### config.mk
export PLATFORM = sky130hd
export DESIGN_NAME = neighbour_sum_3x3_unit
export DESIGN_NICKNAME = d
export VERILOG_FILES = /design/src/rtl/nss_pkg.sv /design/src/rtl/nss_fifo.sv /design/src/rtl/nss_front.sv /design/src/rtl/nss_back.sv /design/src/rtl/neighbour_sum_3x3_unit.sv
export SDC_FILE = /design/constraint.sdc
export NUM_CORES = 1
export LEC_CHECK = 0
export ABC_CLOCK_PERIOD_IN_PS = 5650
export BUFFER_PORTS_ARGS = -buffer_cell sky130_fd_sc_hd__buf_4
export CORE_ASPECT_RATIO = 0.5
export CORE_MARGIN = 4
export CORE_UTILIZATION = 30
export CTS_CLUSTER_SIZE = 40
export DETAILED_ROUTE_END_ITERATION = 8
export GPL_ROUTABILITY_DRIVEN = 0
export PLACE_DENSITY = 0.48
export RECOVER_POWER = 50
export SLEW_MARGIN = 20
export SYNTH_ARGS = -nofsm -noshare
export SYNTH_HDL_FRONTEND = slang
export SYNTH_SLANG_ARGS = --single-unit
### constraint.sdc
create_clock -name i_clk -period 5.65 [get_ports i_clk]
set_input_delay 1.13 -clock i_clk [delete_from_list [all_inputs] [get_ports i_clk]]
set_output_delay 1.13 -clock i_clk [all_outputs]
set_load 0.01 [all_outputs]
### src/rtl/nss_pkg.sv
// Package for the 3x3 neighbour sum unit: shared constants, control structs,
// operation codes and the back-end sequencer states.
// No dependencies.
`timescale 1ns / 1ps

package nss_pkg;

    localparam int MAX_GRID_DEF  = 32;
    localparam int CELL_BITS_DEF = 8;
    localparam int SUM_W         = 11;
    localparam int GRID_W        = 6;
    localparam logic [GRID_W-1:0] GRID_RESET = GRID_W'(32);

    localparam int APB_ADDR_W  = 3;
    localparam int APB_DATA_W  = 32;

    localparam int QUEUE_DEPTH = 4;
    localparam int OUT_DEPTH   = 4;

    // Register index, taken from paddr[2].
    localparam logic REG_GRID_SIZE = 1'b0;

    // Classification of one accepted cell, made by the front end.
    typedef struct packed {
        logic up_v;      // row two above holds data of this grid
        logic mid_v;     // row above holds data of this grid
        logic emit;      // this cell completes the window of the upper-left cell
        logic extra;     // last column: the cell above is completed as well
        logic is_final;  // final cell of the grid: the last row is flushed
    } t_item_flags;

    typedef enum logic [1:0] {
        OP_CELL,
        OP_ZERO,
        OP_FLUSH
    } t_op_kind;

    typedef struct packed {
        logic up_v;
        logic mid_v;
        logic clear;
        logic emit;
        logic last;
        logic eog;
    } t_op_ctl;

    typedef enum logic [1:0] {
        SEQ_ITEM,
        SEQ_EXTRA,
        SEQ_FLUSH,
        SEQ_TAIL
    } t_seq_state;

    typedef struct packed {
        logic [SUM_W-1:0] sum;
        logic             last_of_run;
        logic             end_of_grid;
    } t_result;

endpackage

### src/rtl/nss_fifo.sv
// Small register-based FIFO used for the work queue and the result buffer.
// Depends on nothing but its parameters.
`timescale 1ns / 1ps

module nss_fifo #(
    parameter int WIDTH = 8,
    parameter int DEPTH = 4,
    localparam int AW = $clog2(DEPTH),
    localparam int CW = $clog2(DEPTH + 1)
) (
    input  logic             i_clk,
    input  logic             i_rst_n,
    input  logic             i_push,
    input  logic [WIDTH-1:0] i_data,
    input  logic             i_pop,
    output logic [WIDTH-1:0] o_data,
    output logic             o_empty,
    output logic             o_full,
    output logic [CW-1:0]    o_count
);

    logic [WIDTH-1:0] r_mem [DEPTH];
    logic [AW-1:0]    r_wptr;
    logic [AW-1:0]    r_rptr;
    logic [CW-1:0]    r_count;
    logic             do_push;
    logic             do_pop;

    assign o_empty = (r_count == '0);
    assign o_full  = (r_count == CW'(DEPTH));
    assign o_count = r_count;
    assign o_data  = r_mem[r_rptr];
    assign do_push = i_push && !o_full;
    assign do_pop  = i_pop && !o_empty;

    always_ff @(posedge i_clk) begin
        if (!i_rst_n) begin
            r_wptr  <= '0;
            r_rptr  <= '0;
            r_count <= '0;
        end else begin
            if (do_push) begin
                r_wptr <= (r_wptr == AW'(DEPTH - 1)) ? '0 : r_wptr + 1'b1;
            end
            if (do_pop) begin
                r_rptr <= (r_rptr == AW'(DEPTH - 1)) ? '0 : r_rptr + 1'b1;
            end
            if (do_push && !do_pop) begin
                r_count <= r_count + 1'b1;
            end else if (do_pop && !do_push) begin
                r_count <= r_count - 1'b1;
            end
        end
    end

    always_ff @(posedge i_clk) begin
        if (do_push) begin
            r_mem[r_wptr] <= i_data;
        end
    end

endmodule

### src/rtl/nss_front.sv
// Front end: accepts cells, tracks the raster position and classifies each cell
// for the back end. Depends on nss_pkg.
`timescale 1ns / 1ps

module nss_front #(
    parameter int MAX_GRID = nss_pkg::MAX_GRID_DEF,
    localparam int COL_W = $clog2(MAX_GRID)
) (
    input  logic                 i_clk,
    input  logic                 i_rst_n,
    input  logic                 i_valid,
    input  logic                 i_queue_full,
    input  logic                 i_restart,
    input  logic [COL_W-1:0]     i_last,
    output logic                 o_stall,
    output logic                 o_push,
    output logic [COL_W-1:0]     o_col,
    output nss_pkg::t_item_flags o_flags
);

    logic [COL_W-1:0] r_row;
    logic [COL_W-1:0] r_col;
    logic             at_last_col;
    logic             at_last_row;

    assign o_stall     = i_queue_full;
    assign o_push      = i_valid && !i_queue_full;
    assign o_col       = r_col;
    assign at_last_col = (r_col == i_last);
    assign at_last_row = (r_row == i_last);

    always_comb begin
        o_flags.up_v     = (r_row > COL_W'(1));
        o_flags.mid_v    = (r_row != '0);
        o_flags.emit     = (r_row != '0) && (r_col != '0);
        o_flags.extra    = (r_row != '0) && at_last_col;
        o_flags.is_final = at_last_row && at_last_col;
    end

    always_ff @(posedge i_clk) begin
        if (!i_rst_n) begin
            r_row <= '0;
            r_col <= '0;
        end else if (i_restart) begin
            r_row <= '0;
            r_col <= '0;
        end else if (o_push) begin
            if (at_last_col) begin
                r_col <= '0;
                r_row <= at_last_row ? '0 : r_row + 1'b1;
            end else begin
                r_col <= r_col + 1'b1;
            end
        end
    end

endmodule

### src/rtl/nss_back.sv
// Back end: sequences column operations from the queue, keeps the two previous
// rows in a line memory, slides a 3x3 window and sums all but its centre. Depends on nss_pkg.
`timescale 1ns / 1ps

module nss_back #(
    parameter int MAX_GRID  = nss_pkg::MAX_GRID_DEF,
    parameter int CELL_BITS = nss_pkg::CELL_BITS_DEF,
    parameter int OUT_DEPTH = nss_pkg::OUT_DEPTH,
    localparam int COL_W = $clog2(MAX_GRID),
    localparam int CW    = $clog2(OUT_DEPTH + 1)
) (
    input  logic                 i_clk,
    input  logic                 i_rst_n,
    input  logic                 i_q_empty,
    input  logic [CELL_BITS-1:0] i_q_cell,
    input  logic [COL_W-1:0]     i_q_col,
    input  nss_pkg::t_item_flags i_q_flags,
    output logic                 o_q_pop,
    input  logic [COL_W-1:0]     i_last,
    input  logic [CW-1:0]        i_out_count,
    output logic                 o_push,
    output nss_pkg::t_result     o_result
);

    localparam int IW    = CW + 1;
    localparam int ACC_W = (CELL_BITS + 3 > nss_pkg::SUM_W) ? CELL_BITS + 3 : nss_pkg::SUM_W;

    nss_pkg::t_seq_state r_state, n_state;
    logic [COL_W-1:0]    r_j, n_j;
    logic                r_final, n_final;

    logic                op_valid;
    nss_pkg::t_op_kind   op_kind;
    logic [COL_W-1:0]    op_col;
    nss_pkg::t_op_ctl    op_ctl;

    logic                r_p1_valid;
    nss_pkg::t_op_kind   r_p1_kind;
    logic [COL_W-1:0]    r_p1_col;
    logic [CELL_BITS-1:0] r_p1_cell;
    nss_pkg::t_op_ctl    r_p1_ctl;
    logic [2*CELL_BITS-1:0] r_rd;

    logic                r_p2_valid;
    logic                r_p2_last;
    logic                r_p2_eog;

    // Each line entry holds {row two above, row above} for its column.
    logic [2*CELL_BITS-1:0] r_line [MAX_GRID];

    logic [CELL_BITS-1:0] rd_older, rd_newer;
    logic [CELL_BITS-1:0] col_u, col_m, col_l;
    logic [CELL_BITS-1:0] r_wu [3];
    logic [CELL_BITS-1:0] r_wm [3];
    logic [CELL_BITS-1:0] r_wl [3];
    logic [ACC_W-1:0]     acc;

    logic [IW-1:0]        inflight;
    logic                 credit;

    // A result is only started when the result buffer is sure to have room.
    assign inflight = IW'(i_out_count) + IW'(r_p1_valid & r_p1_ctl.emit) + IW'(r_p2_valid);
    assign credit   = (inflight < IW'(OUT_DEPTH));

    always_comb begin
        n_state  = r_state;
        n_j      = r_j;
        n_final  = r_final;
        op_valid = 1'b0;
        op_kind  = nss_pkg::OP_ZERO;
        op_col   = '0;
        op_ctl   = '0;
        o_q_pop  = 1'b0;
        case (r_state)
            nss_pkg::SEQ_ITEM: begin
                if (!i_q_empty && (!i_q_flags.emit || credit)) begin
                    op_valid     = 1'b1;
                    op_kind      = nss_pkg::OP_CELL;
                    op_col       = i_q_col;
                    op_ctl.up_v  = i_q_flags.up_v;
                    op_ctl.mid_v = i_q_flags.mid_v;
                    op_ctl.clear = (i_q_col == '0);
                    op_ctl.emit  = i_q_flags.emit;
                    op_ctl.last  = i_q_flags.emit && !i_q_flags.extra;
                    o_q_pop      = 1'b1;
                    n_final      = i_q_flags.is_final;
                    if (i_q_flags.extra) begin
                        n_state = nss_pkg::SEQ_EXTRA;
                    end
                end
            end
            nss_pkg::SEQ_EXTRA: begin
                // A zero column past the right edge completes the cell above.
                if (credit) begin
                    op_valid    = 1'b1;
                    op_kind     = nss_pkg::OP_ZERO;
                    op_ctl.emit = 1'b1;
                    op_ctl.last = !r_final;
                    if (r_final) begin
                        n_state = nss_pkg::SEQ_FLUSH;
                        n_j     = '0;
                    end else begin
                        n_state = nss_pkg::SEQ_ITEM;
                    end
                end
            end
            nss_pkg::SEQ_FLUSH: begin
                if (r_j == '0 || credit) begin
                    op_valid     = 1'b1;
                    op_kind      = nss_pkg::OP_FLUSH;
                    op_col       = r_j;
                    op_ctl.clear = (r_j == '0);
                    op_ctl.emit  = (r_j != '0);
                    if (r_j == i_last) begin
                        n_state = nss_pkg::SEQ_TAIL;
                    end else begin
                        n_j = r_j + 1'b1;
                    end
                end
            end
            nss_pkg::SEQ_TAIL: begin
                if (credit) begin
                    op_valid    = 1'b1;
                    op_kind     = nss_pkg::OP_ZERO;
                    op_ctl.emit = 1'b1;
                    op_ctl.last = 1'b1;
                    op_ctl.eog  = 1'b1;
                    n_state     = nss_pkg::SEQ_ITEM;
                end
            end
            default: begin
                n_state = nss_pkg::SEQ_ITEM;
            end
        endcase
    end

    always_ff @(posedge i_clk) begin
        if (!i_rst_n) begin
            r_state    <= nss_pkg::SEQ_ITEM;
            r_j        <= '0;
            r_final    <= 1'b0;
            r_p1_valid <= 1'b0;
            r_p2_valid <= 1'b0;
        end else begin
            r_state    <= n_state;
            r_j        <= n_j;
            r_final    <= n_final;
            r_p1_valid <= op_valid;
            r_p2_valid <= r_p1_valid && r_p1_ctl.emit;
        end
    end

    always_ff @(posedge i_clk) begin
        r_p1_kind <= op_kind;
        r_p1_col  <= op_col;
        r_p1_cell <= i_q_cell;
        r_p1_ctl  <= op_ctl;
        r_p2_last <= r_p1_ctl.last;
        r_p2_eog  <= r_p1_ctl.eog;
        r_rd      <= r_line[op_col];
    end

    assign rd_older = r_rd[2*CELL_BITS-1:CELL_BITS];
    assign rd_newer = r_rd[CELL_BITS-1:0];

    always_ff @(posedge i_clk) begin
        if (r_p1_valid && r_p1_kind == nss_pkg::OP_CELL) begin
            r_line[r_p1_col] <= {rd_newer, r_p1_cell};
        end
    end

    // Rows that do not belong to the current grid read as zero.
    always_comb begin
        case (r_p1_kind)
            nss_pkg::OP_CELL: begin
                col_u = r_p1_ctl.up_v  ? rd_older : '0;
                col_m = r_p1_ctl.mid_v ? rd_newer : '0;
                col_l = r_p1_cell;
            end
            nss_pkg::OP_FLUSH: begin
                col_u = rd_older;
                col_m = rd_newer;
                col_l = '0;
            end
            default: begin
                col_u = '0;
                col_m = '0;
                col_l = '0;
            end
        endcase
    end

    always_ff @(posedge i_clk) begin
        if (r_p1_valid) begin
            if (r_p1_ctl.clear) begin
                r_wu[0] <= '0;
                r_wm[0] <= '0;
                r_wl[0] <= '0;
                r_wu[1] <= '0;
                r_wm[1] <= '0;
                r_wl[1] <= '0;
            end else begin
                r_wu[0] <= r_wu[1];
                r_wm[0] <= r_wm[1];
                r_wl[0] <= r_wl[1];
                r_wu[1] <= r_wu[2];
                r_wm[1] <= r_wm[2];
                r_wl[1] <= r_wl[2];
            end
            r_wu[2] <= col_u;
            r_wm[2] <= col_m;
            r_wl[2] <= col_l;
        end
    end

    assign acc = ACC_W'(r_wu[0]) + ACC_W'(r_wu[1]) + ACC_W'(r_wu[2])
               + ACC_W'(r_wm[0]) + ACC_W'(r_wm[2])
               + ACC_W'(r_wl[0]) + ACC_W'(r_wl[1]) + ACC_W'(r_wl[2]);

    assign o_push               = r_p2_valid;
    assign o_result.sum         = acc[nss_pkg::SUM_W-1:0];
    assign o_result.last_of_run = r_p2_last;
    assign o_result.end_of_grid = r_p2_eog;

endmodule

### src/rtl/neighbour_sum_3x3_unit.sv
// Top level of the 3x3 neighbour sum unit: configuration register, front end,
// work queue, back end and result buffer. Depends on nss_pkg and all nss_ modules.
`timescale 1ns / 1ps

// Usage:
// Cells of a square grid enter in raster order on the input channel
// (i_in_valid / o_in_stall, beat = one cell). For each cell the unit returns
// the sum of its eight neighbours, cells outside the grid counting as zero, on
// the output channel (o_out_valid / i_out_stall). A sum leaves once the cell's
// lower-right neighbour has arrived; the final cell of the grid also flushes
// the whole last row and marks its last sum with o_end_of_grid. o_last_of_run
// flags the last sum caused by an input beat.
// grid_size is written through the APB port at address 0 (clamped to
// 2..MAX_GRID); a write restarts the grid at row 0, column 0.
// A beat passes the work queue, back-end registers and result buffer.
// Throughput: one cell per cycle while the queue has room; a cell closing a row
// from the second row on costs the back end an extra zero column, and the final
// cell flushes the last row from the line memory, one column per cycle while the
// result buffer has room. A 4-beat queue absorbs this, after which o_in_stall
// rises. When the receiver stalls, up to 4 sums wait in the result buffer and the
// back end then stops; the queue keeps taking cells until it fills.
// Reset: grid_size returns to 32 and the position to row 0, column 0. The line
// memory is not cleared; rows not yet written in a grid are masked out.

module neighbour_sum_3x3_unit #(
    parameter int MAX_GRID  = nss_pkg::MAX_GRID_DEF,
    parameter int CELL_BITS = nss_pkg::CELL_BITS_DEF
) (
    input  logic                           i_clk,
    input  logic                           i_rst_n,
    input  logic                           i_in_valid,
    output logic                           o_in_stall,
    input  logic [CELL_BITS-1:0]           i_cell_value,
    output logic                           o_out_valid,
    input  logic                           i_out_stall,
    output logic [nss_pkg::SUM_W-1:0]      o_neighbour_sum,
    output logic                           o_last_of_run,
    output logic                           o_end_of_grid,
    input  logic                           psel,
    input  logic                           penable,
    input  logic                           pwrite,
    input  logic [nss_pkg::APB_ADDR_W-1:0] paddr,
    input  logic [nss_pkg::APB_DATA_W-1:0] pwdata,
    output logic [nss_pkg::APB_DATA_W-1:0] prdata,
    output logic                           pready
);

    localparam int COL_W  = $clog2(MAX_GRID);
    localparam int GW     = nss_pkg::GRID_W;
    localparam int Q_W    = $bits(nss_pkg::t_item_flags) + COL_W + CELL_BITS;
    localparam int R_W    = $bits(nss_pkg::t_result);
    localparam int OCW    = $clog2(nss_pkg::OUT_DEPTH + 1);
    localparam logic [GW-1:0] MAX_G = GW'(MAX_GRID);

    logic [GW-1:0]        r_grid_size;
    logic                 cfg_write;
    logic                 grid_write;
    logic [GW-1:0]        last_full;
    logic [COL_W-1:0]     grid_last;

    logic                 f_push;
    logic [COL_W-1:0]     f_col;
    nss_pkg::t_item_flags f_flags;

    logic [Q_W-1:0]       q_wdata;
    logic [Q_W-1:0]       q_rdata;
    logic                 q_empty;
    logic                 q_full;
    logic                 q_pop;
    nss_pkg::t_item_flags q_flags;
    logic [COL_W-1:0]     q_col;
    logic [CELL_BITS-1:0] q_cell;

    logic                 b_push;
    nss_pkg::t_result     b_result;

    logic [R_W-1:0]       o_rdata;
    logic                 o_empty;
    logic                 o_full;
    logic [OCW-1:0]       o_count;
    nss_pkg::t_result     head;

    assign pready     = 1'b1;
    assign cfg_write  = psel && penable && pwrite;
    assign grid_write = cfg_write && (paddr[2] == nss_pkg::REG_GRID_SIZE);
    assign prdata     = (paddr[2] == nss_pkg::REG_GRID_SIZE) ?
                        nss_pkg::APB_DATA_W'(r_grid_size) : '0;

    always_ff @(posedge i_clk) begin
        if (!i_rst_n) begin
            r_grid_size <= nss_pkg::GRID_RESET;
        end else if (grid_write) begin
            r_grid_size <= pwdata[GW-1:0];
        end
    end

    always_comb begin
        if (r_grid_size < GW'(2)) begin
            last_full = GW'(1);
        end else if (r_grid_size > MAX_G) begin
            last_full = MAX_G - GW'(1);
        end else begin
            last_full = r_grid_size - GW'(1);
        end
    end
    assign grid_last = last_full[COL_W-1:0];

    nss_front #(
        .MAX_GRID (MAX_GRID)
    ) u_front (
        .i_clk        (i_clk),
        .i_rst_n      (i_rst_n),
        .i_valid      (i_in_valid),
        .i_queue_full (q_full),
        .i_restart    (grid_write),
        .i_last       (grid_last),
        .o_stall      (o_in_stall),
        .o_push       (f_push),
        .o_col        (f_col),
        .o_flags      (f_flags)
    );

    assign q_wdata = {f_flags, f_col, i_cell_value};

    nss_fifo #(
        .WIDTH (Q_W),
        .DEPTH (nss_pkg::QUEUE_DEPTH)
    ) u_queue (
        .i_clk   (i_clk),
        .i_rst_n (i_rst_n),
        .i_push  (f_push),
        .i_data  (q_wdata),
        .i_pop   (q_pop),
        .o_data  (q_rdata),
        .o_empty (q_empty),
        .o_full  (q_full),
        .o_count ()
    );

    assign {q_flags, q_col, q_cell} = q_rdata;

    nss_back #(
        .MAX_GRID  (MAX_GRID),
        .CELL_BITS (CELL_BITS),
        .OUT_DEPTH (nss_pkg::OUT_DEPTH)
    ) u_back (
        .i_clk       (i_clk),
        .i_rst_n     (i_rst_n),
        .i_q_empty   (q_empty),
        .i_q_cell    (q_cell),
        .i_q_col     (q_col),
        .i_q_flags   (q_flags),
        .o_q_pop     (q_pop),
        .i_last      (grid_last),
        .i_out_count (o_count),
        .o_push      (b_push),
        .o_result    (b_result)
    );

    nss_fifo #(
        .WIDTH (R_W),
        .DEPTH (nss_pkg::OUT_DEPTH)
    ) u_out_buf (
        .i_clk   (i_clk),
        .i_rst_n (i_rst_n),
        .i_push  (b_push),
        .i_data  (b_result),
        .i_pop   (o_out_valid && !i_out_stall),
        .o_data  (o_rdata),
        .o_empty (o_empty),
        .o_full  (o_full),
        .o_count (o_count)
    );

    assign head            = o_rdata;
    assign o_out_valid     = !o_empty;
    assign o_neighbour_sum = head.sum;
    assign o_last_of_run   = head.last_of_run;
    assign o_end_of_grid   = head.end_of_grid;

`ifndef SYNTHESIS
    // The back end's credit check must keep the result buffer from overflowing.
    a_no_result_overflow: assert property (@(posedge i_clk) disable iff (!i_rst_n)
        b_push |-> !o_full)
        else $error("result pushed into a full buffer");

    a_no_queue_underflow: assert property (@(posedge i_clk) disable iff (!i_rst_n)
        q_pop |-> !q_empty)
        else $error("work queue popped while empty");

    // The grid's final sum is always the last one of its run.
    a_eog_closes_run: assert property (@(posedge i_clk) disable iff (!i_rst_n)
        (o_out_valid && o_end_of_grid) |-> o_last_of_run)
        else $error("end of grid without end of run");
`endif

endmodule
Word-level counts from Yosys, hierarchy flattened
Memory sizes are Yosys's and may differ from the RTL's. A register that Yosys moved wholly into a read port is not among the register bits. Cells that the tools add are included.

Bitwise operators: 9. $lt $le $gt $ge: 4. Reduce and logical (&&, ||, !) cells: 52. Eq/ne operators: 21. Multiplexer cells: 73. $add $sub $neg: 21.

Operators with widths (number): $mux 8 (9); $add 11x8->11 (6); $mux 5 (10); $mux 2 (18); $pmux 8 s2 (2); $logic_and 1x1->1 (20); $pmux 5 s2 (2); $mux 1 (19); $mux 3 (6); $add 5x1->5 const B (3); $eq 5x5->1 (3); $reduce_bool 5->1 (3); $eq 2x2->1 const B (7); $logic_not 1->1 (12); $ne 2x1->1 const B (6); $logic_not 5->1 (2); $add 8x8->9 (1); $add 2x1->2 const B (4); $pmux 2 s4 (1); $add 3x1->3 const B (2); $eq 3x3->1 const B (2); $gt 6x6->1 const B (1); $logic_not 3->1 (2); $lt 6x2->1 const B (1); other kinds (23) (38).

Bits in writable memories: 708. Bits in registers: 63. Memories kept: 6. Output and inout port bits: 48.

Memory list: u_back.r_line (depth 32, width 16, rd ports 1, clocked after memory_dff 1, write ports 1, RTL line nss_back.sv:49) `logic [2*CELL_BITS-1:0] r_line [MAX_GRID];`; u_queue.r_mem (depth 4, width 18, rd ports 1, clocked after memory_dff 1, write ports 1, RTL line nss_fifo.sv:22) `logic [WIDTH-1:0] r_mem [DEPTH];`; u_out_buf.r_mem (depth 4, width 13, rd ports 1, clocked after memory_dff 1, write ports 1, RTL line nss_fifo.sv:22); u_back.r_wl (depth 3, width 8, rd ports 3, clocked after memory_dff 0, write ports 3, RTL line nss_back.sv:55) `logic [CELL_BITS-1:0] r_wl [3];`; u_back.r_wm (depth 3, width 8, rd ports 3, clocked after memory_dff 0, write ports 3, RTL line nss_back.sv:54) `logic [CELL_BITS-1:0] r_wm [3];`; u_back.r_wu (depth 3, width 8, rd ports 3, clocked after memory_dff 0, write ports 3, RTL line nss_back.sv:53) `logic [CELL_BITS-1:0] r_wu [3];`.

Longest topological paths before layout
Word-level depth: 12. Depth in mapped cells: 21.

Hierarchy
From an unflattened synthesis, not the netlist that was laid out.

Cell total of the unflattened synthesis: 2274. Area, all modules: 32666.3 sq um.

Modules (own cells, without submodules): nss_back (sequential area each 18517.8 sq um, cells each 1844, instances 1, area an instance 25809.8 sq um); nss_fifo (u_queue) (sequential area each 2342.2 sq um, cells each 145, instances 1, area an instance 3119.2 sq um); nss_fifo (u_out_buf) (sequential area each 1741.7 sq um, cells each 118, instances 1, area an instance 2398.6 sq um); nss_front (sequential area each 200.2 sq um, cells each 90, instances 1, area an instance 709.4 sq um); neighbour_sum_3x3_unit (sequential area each 120.1 sq um, cells each 77, instances 1, area an instance 629.4 sq um).

Worst setup path before layout
OpenSTA, ideal clock, no wires.

Kind: register to register. Start: mem u_back.r_wu[0][8] (netlist name). End: mem u_out_buf.r_mem[0][11] (netlist name) (data pin). Required time: 5.378 ns. Cell stages (with the launch flop): 21. Clock period less this slack: 4.691 ns. Setup slack: 0.959 ns. Arrival: 4.419 ns. Path buffers: 0. Cells stage by stage: edfxtp_1 -> ha_1 -> inv_1 -> fa_1 -> nor2b_1 -> o21ai_0 -> a21boi_0 -> nor2_1 -> fa_1 -> inv_1 -> fa_1 -> fa_1 -> fa_1 -> inv_1 -> ha_1 -> a21oi_1 -> o21bai_1 -> a21oi_1 -> o21bai_1 -> a21oi_1 -> xnor2_1.

RTL lines (RTL line): from (decl) (nss_back.sv:53); to (decl) (nss_fifo.sv:22).

==> impl_metrics.tcl <==
set metrics [dict create \
    tightest_slew_ns 3.99 \
    syn_avg_cell_area_um2 13.8 \
    pwr-share-clk 0.199 \
    min_path_cells 0 \
    synth_top_area_frac 0.648 \
    synth-compound-area-share 0.0730 \
    end_kind "flop" \
    hold_class "reg -> reg" \
    yosysTopAreaCell "edfxtp_1" \
    clock.fmax_mhz 196 \
    synth.distinct_cells 68 \
    synthCells 2370 \
    clk_pin_slew_ns 0.06 \
    outcome "finished, violations left" \
    drive_gt1_frac 0.0980 \
    cts_setup_buffers 0 \
    finalCritPeriodShare 0.905 \
    violations "max-capacitance violations, max-slew violations" \
    netlist_area_um2 32800 \
    p_int_mw 15.9 \
    dieArea_um2 115000 \
    yosysMostFrequentCell "edfxtp_1" \
    synth_xor_xnor_area_share 0.00747 \
    ir_worst_vdd_v 0.00146 \
    hold_viol 0 \
    ctsHtreeMaxLevel 3 \
    ff2ff_setup_slack_ns 0.54 \
    r2r_cells 19 \
    grt_pass1_vias 18400 \
    post_drt_wl_per_cell_um 20.4 \
    hold_buffers 0 \
    ys_warn_count 0 \
    clockBufferDepth 3 \
    clock_sinks 791 \
    num_rows 85 \
    maxCapViolCount 13 \
    synthFlopType "edfxtp_1" \
    async_reset_ff_frac 0 \
    synthMuxAreaShare 0.0399 \
    area_growth_pct 13.9 \
    drv_slew 499 \
    post_cts_resize_count 0 \
    cts_tree "done" \
    grt_max_degree 107 \
    rsz0062_at_grt "false" \
    drt-vias-per-instance 4.77 \
    maxSlewHeadroom -1.66 \
    seq_area_frac_synth 0.699 \
    p_seq_frac 0.375 \
    drc 0 \
    drtPass1Iterations 5 \
    ant_nets 0 \
    synth-seq-cells 791 \
    die_w_um 476 \
    yosys-top-cells-count "edfxtp_1 (708), nand2_1 (403), a21oi_1 (165)" \
    pwr_density_cell_nw_per_um2 686 \
    root_buffer "clkbuf_16" \
    switchingPower_mw 9.74 \
    insertion_delay_ns 0.65 \
    cp_max_fo 4 \
    dp_hpwl_um 48000 \
    combPwrFrac 0.426 \
    synthTopCellsByArea "edfxtp_1 (65%), dfxtp_1 (5.1%), nand2_1 (4.6%)" \
    cts_buffers 78 \
    drtIter0Drc 1569 \
    required_ns 6.00 \
    criticalPathCategory "reg -> reg" \
    synthAdderAreaFrac 0.0433 \
    final.setup_skew_ns 0.0285 \
    io_buffers 42 \
    grt_usage 0.138 \
    layout.nets 2584 \
    grt_antenna_before_repair 6 \
    io_pins 98 \
    synth-edff-count 708 \
    synth-simple-area-share 0.105 \
    routed_wl_um 80700 \
    cp.arrival_ns 5.46 \
    startpoint_type "flop" \
    power.leakage_nw 12.9 \
    setup_viol 0 \
    vias 18800 \
    setup_ws_ns 0.538 \
    start_util 0.304 \
    die_y_um 242 \
    synth_top_family_by_area "simple AND/OR/NAND/NOR gates" \
    p_sw_frac 0.380 \
    preCtsSetupSlack_ns 0.472 \
    overflow 0 \
    setup_tns_ns 0 \
    grt_pass1_wl_um 120000 \
    core-area_um2 108000 \
    finalCriticalPeriod_ns 5.11 \
]
-- sequential cells by signal, indices dropped and copies added (netlist names), 2 cells and up, named ones only --
| register | cells |
|---|---|
| u_back.r_line | 512 |
| u_queue.r_mem | 72 |
| u_out_buf.r_mem | 52 |
| u_back.r_wl | 24 |
| u_back.r_wm | 24 |
| u_back.r_wu | 24 |
| u_back.r_rd | 16 |
| u_back.r_p1_cell | 8 |
| r_grid_size | 6 |
| u_back.r_p1_ctl | 6 |
| u_back.r_j | 5 |
| u_back.r_p1_col | 5 |
| u_front.o_col | 5 |
| u_front.r_row | 5 |
| u_out_buf.o_count | 3 |
| u_queue.o_count | 3 |
| u_back.r_p1_kind | 2 |
| u_out_buf.r_rptr | 2 |
| u_out_buf.r_wptr | 2 |
| u_queue.r_rptr | 2 |
| u_queue.r_wptr | 2 |
-- final timing paths --
| path | start | endpoint |
|---|---|---|
| worst max-delay path | u_back.r_wu[0][1] | u_out_buf.r_mem[2][12] |
| worst min-delay path | u_back.r_p1_ctl[0] | u_back.r_p2_eog |
| worst max register to register | u_back.r_wu[0][1] | u_out_buf.r_mem[2][12] |
| worst min register to register | u_back.r_p1_ctl[0] | u_back.r_p2_eog |
-- stage by stage --
step	power [mW]	hold slack (ns)	instances	util	area, um2
floorplan	17.4	0.310	2395	-	32900
global placement	20.7	0.324	3800	0.324	35000
detailed placement	20.8	0.322	3800	0.324	35000
CTS	26.0	0.333	3944	0.347	37500
global route	27.3	0.344	3945	0.346	37400
finish	25.6	0.331	3949	0.346	37400
-- cells in the final DEF (no fill, tap or decap), types with 39 or more instances in the layout --
cell       synthesis  layout
nand2_1          403     403
dfxtp_1           83      83
nor2_1            68      68
and2_1            89      39
clkbuf_1          79      46
and2_0             0      50
buf_4             27      82
ha_1              48      48
clkbuf_16          0      80
inv_1            101     101
a32oi_1           48      48
nand3_1           83      83
a21oi_1          165     165
mux2i_1           61      61
edfxtp_1         708     708
fa_1              41      41
-- per-layer routing --
layer | global-route usage | share of wire | routed length, um | vias to the layer above
met5 | 0 | 0.000099 | 8 | -
met3 | 0.0291 | 0.047 | 3790 | 101
li1 | - | - | - | 8812
met2 | 0.218 | 0.46 | 37000 | 384
met4 | 0.0339 | 0.019 | 1560 | 2
met1 | 0.195 | 0.48 | 38400 | 9542
-- critical path, stage by stage (launching register included) --
cell	delay, ns
edfxtp_1	0.39
ha_1	0.30
a21o_1	0.18
a21oi_1	0.22
o21ai_0	0.13
a21oi_1	0.25
o21bai_1	0.10
a21oi_1	0.22
xnor2_1	0.11
fa_1	0.48
inv_1	0.05
fa_1	0.49
fa_1	0.42
fa_1	0.49
inv_1	0.04
ha_1	0.32
a21oi_1	0.16
o21a_1	0.19
nand3b_1	0.12
nand3_1	0.16
-- area by class of cell --
class	instances	area [um2]
fillers	10400	70700
flip-flops and latches	791	22900
multi-input cells	1356	8940
clock buffers	109	2200
well taps	1435	1800
repair buffers	114	817
inverters	104	398
clock inverters	35	273
diodes	5	12.5
-- power groups by stage --
stage | registers, mW | clock network, mW | logic, mW
floorplan | 9.74 | 0 | 7.67
global placement | 9.69 | 0 | 11.0
detailed placement | 9.69 | 0 | 11.1
CTS | 9.57 | 5.24 | 11.1
global route | 9.59 | 5.49 | 12.2
finish | 9.62 | 5.11 | 10.9
-- cells by family after synthesis --
family | after synthesis
multiplexers | 92
AO/OA/AOI/OAI | 371
adder cells (fa/ha/maj) | 89
flip-flops | 791
other | 2
AND/OR/NAND/NOR | 749
XOR/XNOR | 28
buffers and inverters | 248
No activity file was read; power rests on OpenSTA's default activity.
